===== src/design/chm_pkg.sv =====
// Package with the constants, types and request codes of the chained hash map engine.
package chm_pkg;

    localparam int BUCKETS_DEF      = 128;
    localparam int POOL_ENTRIES_DEF = 256;
    localparam int VALUE_WIDTH_DEF  = 32;
    localparam int KEY_W            = 64;
    localparam int OUT_VALUE_W      = 32;
    localparam logic [31:0] HASH_MUL = 32'd5000;

    localparam logic [1:0] REQ_GET   = 2'd0;
    localparam logic [1:0] REQ_SET   = 2'd1;
    localparam logic [1:0] REQ_ERASE = 2'd2;

    localparam logic [1:0] ST_OK        = 2'd0;
    localparam logic [1:0] ST_NOT_FOUND = 2'd1;
    localparam logic [1:0] ST_FULL      = 2'd2;

    typedef struct packed {
        logic [1:0]       req_type;
        logic [KEY_W-1:0] position_key;
        logic [31:0]      cell_value;
    } t_req;

    typedef struct packed {
        logic [1:0]             status;
        logic [OUT_VALUE_W-1:0] stored_value;
    } t_rsp;

endpackage


===== src/design/chm_hash.sv =====
// Bucket index unit: pipelined 32x32 multiply and add, then a reciprocal reduction.
module chm_hash #(
    parameter int BUCKETS = chm_pkg::BUCKETS_DEF,
    parameter int BW      = (BUCKETS > 1) ? $clog2(BUCKETS) : 1
) (
    input  logic                      i_clk,
    input  logic [chm_pkg::KEY_W-1:0] i_key,
    output logic [BW-1:0]             o_bucket
);
    import chm_pkg::*;

    // The quotient comes from a multiply by a rounded-up reciprocal, which is exact
    // for every 32-bit sum; the index is registered through the product, sum and quotient stages.
    localparam int            SH    = 32 + BW;
    localparam logic [63:0]   RECIP = ((64'd1 << SH) / 64'(BUCKETS)) + 64'd1;
    localparam logic [BW-1:0] D_LOW = BW'(BUCKETS);

    logic [31:0]   r_prod;
    logic [31:0]   r_x;
    logic [31:0]   r_sum;
    logic [BW-1:0] r_sum_d;
    logic [BW-1:0] r_q;
    logic [64:0]   w_mul;

    assign w_mul = 65'(r_sum) * 65'(RECIP[32:0]);

    always_ff @(posedge i_clk) begin
        r_prod  <= 32'(HASH_MUL * i_key[63:32]);
        r_x     <= i_key[31:0];
        r_sum   <= r_x + r_prod;
        r_q     <= BW'(w_mul >> SH);
        r_sum_d <= r_sum[BW-1:0];
    end

    // The remainder is below BUCKETS, so only its low bits are needed.
    assign o_bucket = r_sum_d - BW'(r_q * D_LOW);
endmodule


===== config.mk =====
export PLATFORM = sky130hd
export DESIGN_NAME = chm_hash
export DESIGN_NICKNAME = d
export VERILOG_FILES = /design/src/design/chm_pkg.sv /design/src/design/chm_hash.sv
export SDC_FILE = /design/constraint.sdc
export NUM_CORES = 1
export LEC_CHECK = 0
export BUFFER_PORTS_ARGS = -buffer_cell sky130_fd_sc_hd__buf_2
export CAP_MARGIN = 5
export CORE_ASPECT_RATIO = 0.8
export CORE_MARGIN = 3
export CORE_UTILIZATION = 30
export DETAILED_ROUTE_END_ITERATION = 8
export HOLD_SLACK_MARGIN = 0.06
export MAX_ROUTING_LAYER = met4
export PLACE_DENSITY = 0.74
export SLEW_MARGIN = 20
export SYNTH_ARGS = -nofsm -noshare
export SYNTH_HDL_FRONTEND = slang
export SYNTH_SLANG_ARGS = --single-unit

===== constraint.sdc =====
create_clock -name i_clk -period 1.5 [get_ports i_clk]
set_input_delay 0.075 -clock i_clk [delete_from_list [all_inputs] [get_ports i_clk]]
set_output_delay 0.075 -clock i_clk [all_outputs]
set_load 0.02 [all_outputs]

### Yosys cells after proc, flatten, opt, wreduce, memory -nomap -nowiden

Cells that the tools add are included.

* output and inout bits: 7
* RAM bits: 0
* memories kept: 0
* input port bits: 65
* flip-flop bits (word level): 25
* ROM bits: 0
* latch bits: 0
* logic and storage cells: 6

* shift-type cells: 0
* bitwise gates (word level): 0
* reduce and logical (&&, ||, !) cells: 0
* muxes and demuxes: 0
* $add $sub $neg: 1
* eq/ne operators: 0
* multipliers: 1
* $lt $le $gt $ge: 0
* div/mod/pow operators: 0

Operator list (number)
* multiplier 10 x 32 -> 4 bit, first input constant: 1
* adder 7 bit: 1

### Depth between registers and ports, before layout

Gate-level depths: netlist of the first run.

* depth after elaboration: 1
* depth in mapped cells: 4

### Worst setup path after synthesis of the first run

No wires, ideal clock.

* path type: register -> register
* start: register r_prod[3]
* end: register r_sum[5]
* stages on the path, launching flop included: 4
* buffers on the path: 0
* data required time: 1.381 ns
* clock period less this slack: 1.110 ns
* data arrival time: 0.992 ns
* slack: 0.390 ns
* library setup time: 0.119 ns
* cells stage by stage: dfxtp_1 > ha_1 > fa_1 > xor2_1

* word-level cells in the longest chain between the ends: 1

RTL lines
* start: declaration: line chm_hash.sv:18 `logic [31:0] r_prod;`
* start signal: assignment: line chm_hash.sv:28 `r_prod <= 32'(HASH_MUL * i_key[63:32]);`
* adder 7 bit: line chm_hash.sv:30 `r_sum <= r_x + r_prod;`
* end signal: assignment: line chm_hash.sv:30
* end: declaration: line chm_hash.sv:20 `logic [31:0] r_sum;`

Every way passes these cells.

### Final worst setup path of the first run

Same ends and word-level chain as after synthesis.

==> results.json, run 1 <==
{
  "worst_ep_arrival_time_ns": 1.39,
  "hold_path_depth": 0,
  "post-route-util": 0.487,
  "finalPower_w": 0.00112,
  "detailroute.via_count": 323,
  "grt_setup_unrepaired": "no",
  "numPortBuffers": 18,
  "cp-end-kind": "flop",
  "diodes": 0,
  "start_util": 0.342,
  "finalMaxSlewViolations": 0,
  "grt.total_usage": 0.0789,
  "crit_path_max_incr_delay_ns": 0.38,
  "cts_buffer_depth": 2,
  "tns_ns": 0,
  "drtIter0Drc": 5,
  "cts_buffers": 3,
  "layout_min_cycle_time_ns": 1.19,
  "root_buffer": "clkbuf_4",
  "crit_path_max_fanout": 2,
  "status": "finished clean",
  "grt_max_degree": 15,
  "grt-ovfl-total": 0,
  "ys_ff_latch": 25,
  "wl_per_cell_um": 8.76,
  "synth.avg_cell_area_sq_um": 17.7,
  "hold_violations": 0,
  "holdWs_ns": 0.332,
  "layout_commonest_cell": "dfxtp_1",
  "max_clock_freq_mhz": 840,
  "required_ns": 1.70,
  "cts_tree": "done",
  "drt-pass1-iter-count": 2,
  "dieArea_sq_um": 2580,
  "rows": 13,
  "cts_setup_buffers": 0,
  "vias_per_cell": 3.63,
  "min_path_type": "reg -> reg",
  "syn_area_sq_um": 601,
  "cts_resized": 0,
  "p_leak_nw": 0.398,
  "clk_latency_ns": 0.30,
  "path_buf_inv": 0,
  "htree_levels": 1,
  "pin_count": 72,
  "cts.sinks": 25,
  "wirelength_um": 780,
  "crit_slowest_cell": "fa_1",
  "fin_crit_sh": 0.794,
  "crit_type": "reg -> reg",
  "slew_headroom": 0.899,
  "syn_nets": 103,
  "synth-seq-area-share": 0.833,
  "tightest_slew_ns": 0.151,
  "cp-start-kind": "flop",
  "place_area_sq_um": 718,
  "die_x_um": 56.0,
  "yosys.cell_types.count": 7,
  "crit_cells": 3,
  "p_per_area_nw_per_um2": 1310,
  "critical-path-top-delay-family": "adder cells",
  "syn_to_final_growth_pct": 42.5,
  "antenna_found_initial": 0,
  "layout_common_cells": "dfxtp_1, buf_2, dlygate4sd3_1",
  "drc": 0,
  "cts.clk_slew.worst_paths_ns": 0.12,
  "ir_drop_uv": 778,
  "grt_pass1_vias": 342,
  "core_area_sq_um": 1760,
  "finalNetCount": 137,
  "syn_inst": 34,
  "grt_pass1_wl_um": 1370,
  "layout-drive-gt1-share": 0.343,
  "die_h_um": 46.0,
  "ant_nets": 0,
  "gp_congestion": 0.679,
  "drv_cap": 0,
  "finClkSkew_ns": 0.00774,
  "cts_hold_repair.buffers": 11,
  "postLayoutCellArea_sq_um": 856,
  "ys.warnings.count": 0,
  "setup_viol_count_final": 0,
  "worstPathCellList": "ha_1 > fa_1 > xor2_1",
  "ff2ff_path_depth": 3
}
[worst reg2reg max path, stage by stage (launching register included)]
cell	delay [ns]
dfxtp_1	0.33
ha_1	0.23
fa_1	0.38
xor2_1	0.15
[flip-flops by register name (all words and copies together), names as in the netlist]
register  flops
r_sum_d       7
r_sum         7
r_x           7
r_prod        4
[final timing paths]
check        slack, ns                  to               from
min               0.33  r_sum_d[5]$_DFF_P_   r_sum[5]$_DFF_P_
max reg2reg       0.31    r_sum[5]$_DFF_P_  r_prod[3]$_DFF_P_
min reg2reg       0.33  r_sum_d[5]$_DFF_P_   r_sum[5]$_DFF_P_
max               0.31    r_sum[5]$_DFF_P_  r_prod[3]$_DFF_P_
[power breakdown]
part | internal (W) | switching (W) | leakage [nW]
combinational | 0.0000586 | 0.0000543 | 0.169
sequential | 0.000723 | 0.0000146 | 0.211
clock | 0.0000993 | 0.000172 | 0.0177
[per-layer routing]
metal | track usage | vias up | part of all wire | wire length, um
met3 | 0.0510 | 2 | 0.10 | 78
met1 | 0.0777 | 133 | 0.45 | 350
li1 | - | 173 | - | -
met5 | - | - | 0 | 0
met4 | 0.0427 | 0 | 0.015 | 12
met2 | 0.121 | 15 | 0.43 | 339
[through the flow]
stage	std cells	worst slack, ns
after floorplan	34	0.390
after global placement	74	0.349
after detailed placement	74	0.326
after CTS	89	0.299
after global routing	89	0.271
final	89	0.309
[cell type report]
type,count,area [sq um]
Clock inverter,1,5.00
Multi-Input combinational cell,9,100
Tap cell,22,27.5
Timing Repair Buffer,29,200
Fill cell,161,901
Clock buffer,3,22.5
Sequential cell,25,500
[cells by family after synthesis]
kind of cell,share of synthesized area
flops,0.833
fa+ha+maj,0.0958
xor+xnor,0.0438
compound gates,0.0271
[synth_stat cells (all sizes together)]
| cell | count | share of area |
|---|---|---|
| a21oi | 1 | 0.015 |
| a21o | 1 | 0.013 |
| xnor2 | 1 | 0.015 |
| dfxtp | 25 | 0.83 |
| ha | 3 | 0.063 |
| fa | 1 | 0.033 |
| xor2 | 2 | 0.029 |
No activity file was read; power rests on OpenSTA's default activity.
==> run 2: changes to the inputs <==
Clock period 1.5 ns to 1.2 ns, I/O delays scaled along.
==> results.json, run 2 (synthesis gave the netlist of run 1 again) <==
{
  "layout-drive-gt1-share": 0.358,
  "drtIter0Drc": 5,
  "finClkSkew_ns": 0.00772,
  "diodes": 0,
  "htree_levels": 1,
  "root_buffer": "clkbuf_4",
  "grt_pass1_wl_um": 1370,
  "vias_per_cell": 3.63,
  "pin_count": 72,
  "cts.clk_slew.worst_paths_ns": 0.12,
  "dieArea_sq_um": 2580,
  "grt.total_usage": 0.0789,
  "detailroute.via_count": 323,
  "p_comb_frac": 0.101,
  "grt_setup_unrepaired": "no",
  "status": "finished clean",
  "seqPwrFrac": 0.658,
  "fin_crit_sh": 0.960,
  "reg_top3": "r_sum: 7 flops, r_sum_d: 7 flops, r_x: 7 flops",
  "crit_path_max_incr_delay_ns": 0.37,
  "grt-ovfl-total": 0,
  "finalPower_w": 0.00140,
  "fill_cells": 161,
  "worst_ep_arrival_time_ns": 1.35,
  "gr-usage-met1": 0.0777,
  "crit_slowest_cell": "fa_1",
  "rows": 13,
  "crit_type": "reg -> reg",
  "setup_ws_ns": 0.0485,
  "layout_common_cells": "dfxtp_1, buf_2, dlygate4sd3_1",
  "gp_congestion": 0.679,
  "wl_per_cell_um": 8.75,
  "p_leak_nw": 0.396,
  "setup_viol_count_final": 0,
  "die_x_um": 56.0,
  "start_util": 0.342,
  "crit_path_max_fanout": 2,
  "swShare": 0.214,
  "syn_to_final_growth_pct": 42.9,
  "max_clock_freq_mhz": 868,
  "drt-pass1-iter-count": 2,
  "finalMaxSlewViolations": 0,
  "hold_path_depth": 0,
  "die_h_um": 46.0,
  "clkPwrFrac": 0.241,
  "whs_endpoint": "r_sum_d[5]$_DFF_P_",
  "clk_latency_ns": 0.30,
  "busiest_layer": "met2",
  "timing.reg2reg.setup_slack_ns": 0.05,
  "numPortBuffers": 18,
  "grt_max_degree": 15,
  "wirelength_um": 779,
  "slew_headroom": 0.899,
  "cts_buffer_depth": 2,
  "finalNetCount": 137,
  "use_met3": 0.0510,
  "ff2ff_path_depth": 3,
  "dp_slack_ns": 0.0263,
  "drc": 0,
  "grt_pass1_vias": 342,
  "p_switching_w": 0.000301,
  "hold_violations": 0,
  "min_path_type": "reg -> reg",
  "worstPathCellList": "ha_2 > fa_1 > xor2_1",
  "ant_nets": 0,
  "holdCritStartpoint": "r_sum[5]$_DFF_P_",
  "cts_buffers": 3,
  "cp-start-kind": "flop",
  "r2r_start": "r_prod[3]$_DFF_P_",
  "tns_ns": 0,
  "layout_commonest_cell": "dfxtp_1",
  "layout_min_cycle_time_ns": 1.15,
  "required_ns": 1.40,
  "drv_cap": 0,
  "cp-end-kind": "flop",
  "antenna_found_initial": 0,
  "critical-path-top-delay-family": "adder cells",
  "path_buf_inv": 0,
  "cts_tree": "done",
  "p_per_area_nw_per_um2": 1630,
  "ir_drop_uv": 973,
  "core_area_sq_um": 1760,
  "grtUsageMet2": 0.121,
  "cts.sinks": 25,
  "r2r-end": "r_sum[5]$_DFF_P_",
  "p_int_w": 0.00110,
  "tightest_slew_ns": 0.151
}
==> run 2: per-layer routing <==
| layer | part of all wire | up-vias |
|---|---|---|
| li1 | - | 173 |
| met1 | 0.45 | 133 |
| met2 | 0.44 | 15 |
| met3 | 0.10 | 2 |
| met4 | 0.015 | 0 |
| met5 | 0 | - |
==> run 2: worst max-delay path by stage <==
stage / from / end / slack (ns) / depth (start not counted)
6_report: r_prod[3]$_DFF_P_ / r_sum[5]$_DFF_P_ / 0.05 / 3
4_1_cts: r_x[3]$_DFF_P_ / r_sum[5]$_DFF_P_ / 0.04 / 3
5_1_grt: r_prod[4]$_DFF_P_ / r_sum[6]$_DFF_P_ / 0.02 / 4
3_5_place_dp: r_prod[3]$_DFF_P_ / r_sum[5]$_DFF_P_ / 0.03 / 3
3_3_place_gp: r_prod[3]$_DFF_P_ / r_sum[5]$_DFF_P_ / 0.05 / 3
2_1_floorplan: r_prod[3]$_DFF_P_ / r_sum[5]$_DFF_P_ / 0.09 / 3
==> run 2: final cells by class <==
cell class / instances / area (sq um) / share of cell area
clock buffers: 3 / 22.5 / 0.0262
clock inverters: 1 / 5.00 / 0.00583
multi-input cells: 9 / 103 / 0.120
flip-flops and latches: 25 / 500 / 0.583
well taps: 22 / 27.5 / 0.0321
repair buffers: 29 / 200 / 0.233
==> run 2: stage by stage <==
| stage | instance area (sq um) | util | hold slack, ns | std cells |
|---|---|---|---|---|
| global route | 858 | 0.489 | 0.348 | 89 |
| global placement | 718 | 0.409 | 0.163 | 74 |
| CTS | 858 | 0.489 | 0.339 | 89 |
| floorplan | 601 | - | 0.0877 | 34 |
| detailed placement | 718 | 0.409 | 0.164 | 74 |
| finish | 858 | 0.489 | 0.332 | 89 |
==> run 2: power by group through the flow <==
stage	Sequential [W]	Combinational (W)	Clock, W
2_1_floorplan	0.000976	0.0000305	0
3_3_place_gp	0.000939	0.000114	0
3_5_place_dp	0.000942	0.000115	0
4_1_cts	0.000923	0.000143	0.000364
5_1_grt	0.000933	0.000153	0.000406
6_report	0.000923	0.000141	0.000338
==> run 2: repair_timing <==
item                       in CTS  in global routing
setup endpoints to repair       1                  0
setup buffers                   0                  0
hold endpoints to repair       11                  0
hold buffers                   11                  0
resized for setup               1                  0
==> run 3: changes to the inputs <==
Settings changed: CORE_MARGIN 3 to unset.
==> results.json, run 3 (synthesis gave the netlist of run 1 again) <==
{
  "drt-pass1-iter-count": 2,
  "finClkSkew_ns": 0.00193,
  "swShare": 0.215,
  "p_comb_frac": 0.103,
  "layout_commonest_cell": "dfxtp_1",
  "cp-startpoint": "r_prod[3]$_DFF_P_",
  "dp.cells": 76,
  "die_x_um": 52.0,
  "grt.total_usage": 0.0913,
  "drc": 0,
  "post-route-util": 0.460,
  "layout_common_cells": "dfxtp_1, buf_2, dlygate4sd3_1",
  "p_switching_w": 0.000302,
  "reg_top3": "r_sum: 7 flops, r_sum_d: 7 flops, r_x: 7 flops",
  "numPortBuffers": 18,
  "cp-end-kind": "flop",
  "p_leak_nw": 0.397,
  "core_area_sq_um": 1870,
  "setup_viol_count_final": 0,
  "wl_met2_um": 421,
  "finalMaxSlewViolations": 0,
  "r2r_start": "r_prod[3]$_DFF_P_",
  "layout_min_cycle_time_ns": 1.15,
  "p_per_area_nw_per_um2": 1630,
  "cts_tree": "done",
  "met3_length_um": 45,
  "pin_count": 72,
  "syn_to_final_growth_pct": 43.5,
  "min_path_type": "reg -> reg",
  "ir_drop_uv": 654,
  "wirelength_um": 776,
  "grt-ovfl-total": 0,
  "required_ns": 1.40,
  "grt_pass1_vias": 323,
  "dieArea_sq_um": 2190,
  "wl_per_cell_um": 8.53,
  "fin_crit_sh": 0.960,
  "path_buf_inv": 0,
  "tightest_slew_ns": 0.148,
  "gp_congestion": 0.583,
  "cts.sinks": 25,
  "htree_levels": 1,
  "layout-drive-gt1-share": 0.373,
  "wl_met1_um": 296,
  "crit_slowest_cell": "fa_2",
  "clk_latency_ns": 0.30,
  "worstPathCellList": "ha_1 > fa_2 > xor2_1",
  "worst_ep_arrival_time_ns": 1.35,
  "cts.clk_slew.worst_paths_ns": 0.12,
  "top_layer": "met4",
  "ant_nets": 0,
  "slew_headroom": 0.901,
  "die_h_um": 42.0,
  "crit_path_max_incr_delay_ns": 0.35,
  "clkPwrFrac": 0.241,
  "root_buffer": "clkbuf_4",
  "finalNetCount": 137,
  "detailroute.via_count": 331,
  "status": "finished clean",
  "max_clock_freq_mhz": 868,
  "hold_violations": 0,
  "rows": 14,
  "seqPwrFrac": 0.656,
  "grt_max_degree": 15,
  "crit_path_max_fanout": 2,
  "start_util": 0.320,
  "cts_buffer_depth": 2,
  "diodes": 0,
  "crit_type": "reg -> reg",
  "antenna_found_initial": 0,
  "p_int_w": 0.00110,
  "holdCritStartpoint": "r_sum[1]$_DFF_P_",
  "cp-start-kind": "flop",
  "drv_cap": 0,
  "instances_no_fill": 91,
  "critical-path-top-delay-family": "adder cells",
  "cts_buffers": 3,
  "vias_per_cell": 3.64,
  "grt_pass1_wl_um": 1300,
  "drtIter0Drc": 1
}
## run 3: cell count changes in the layout (fill, tap and decap cells not counted)
cell | previous run | this run
dfxtp_1 | 25 | 24
dfxtp_2 | 0 | 1
fa_1 | 1 | 0
fa_2 | 0 | 1
ha_1 | 2 | 3
ha_2 | 1 | 0
## run 3: final cells by class
cell class	count	area (sq um)
Timing Repair Buffer	29	200
Tap cell	24	30.0
Multi-Input combinational cell	9	103
Clock buffer	3	22.5
Sequential cell	25	502
Clock inverter	1	5.00
Fill cell	174	1010
## run 3: worst register-to-register path, stage by stage (launching register included)
cell and delay [ns]:
dfxtp_1 0.33, ha_1 0.23, fa_2 0.35, xor2_1 0.15
## run 3: path summary, 6_finish.rpt
check,endpoint,slack [ns],cells past startpoint
worst max-delay path,r_sum[5]$_DFF_P_,0.05,3
worst min-delay path,r_sum_d[1]$_DFF_P_,0.34,0
worst max register to register,r_sum[5]$_DFF_P_,0.05,3
worst min register to register,r_sum_d[1]$_DFF_P_,0.34,0
## run 3: power groups by stage
stage / logic (W) / registers, W / clock network [W]
after detailed placement: 0.000115 / 0.000942 / 0
after floorplan: 0.0000305 / 0.000976 / 0
after CTS: 0.000144 / 0.000922 / 0.000359
after global placement: 0.000112 / 0.000940 / 0
after global routing: 0.000160 / 0.000929 / 0.000403
final: 0.000144 / 0.000922 / 0.000339
## run 3: repair_timing
| item | CTS | global route |
|---|---|---|
| buffers inserted | 0 | 0 |
| hold buffers | 11 | 0 |
| endpoints found under the setup margin | 0 | 2 |
| resized for setup | 0 | 2 |
| hold endpoints to repair | 11 | 0 |
## run 3: stage by stage
step	setup WS, ns	hold slack, ns	setup TNS, ns	cell area, sq um	total power [W]
finish	0.0484	0.340	0	862	0.00141
global route	-0.0103	0.348	-0.0103	862	0.00149
CTS	0.0117	0.342	0	858	0.00142
detailed placement	0.0337	0.164	0	721	0.00106
global placement	0.0650	0.163	0	721	0.00105
floorplan	0.0896	0.0877	0	601	0.00101
## run 3: routing by layer
layer / GRT usage / up-vias
li1: - / 174
met1: 0.0835 / 142
met2: 0.154 / 13
met3: 0.0217 / 2
met4: 0.0811 / 0
met5: - / -
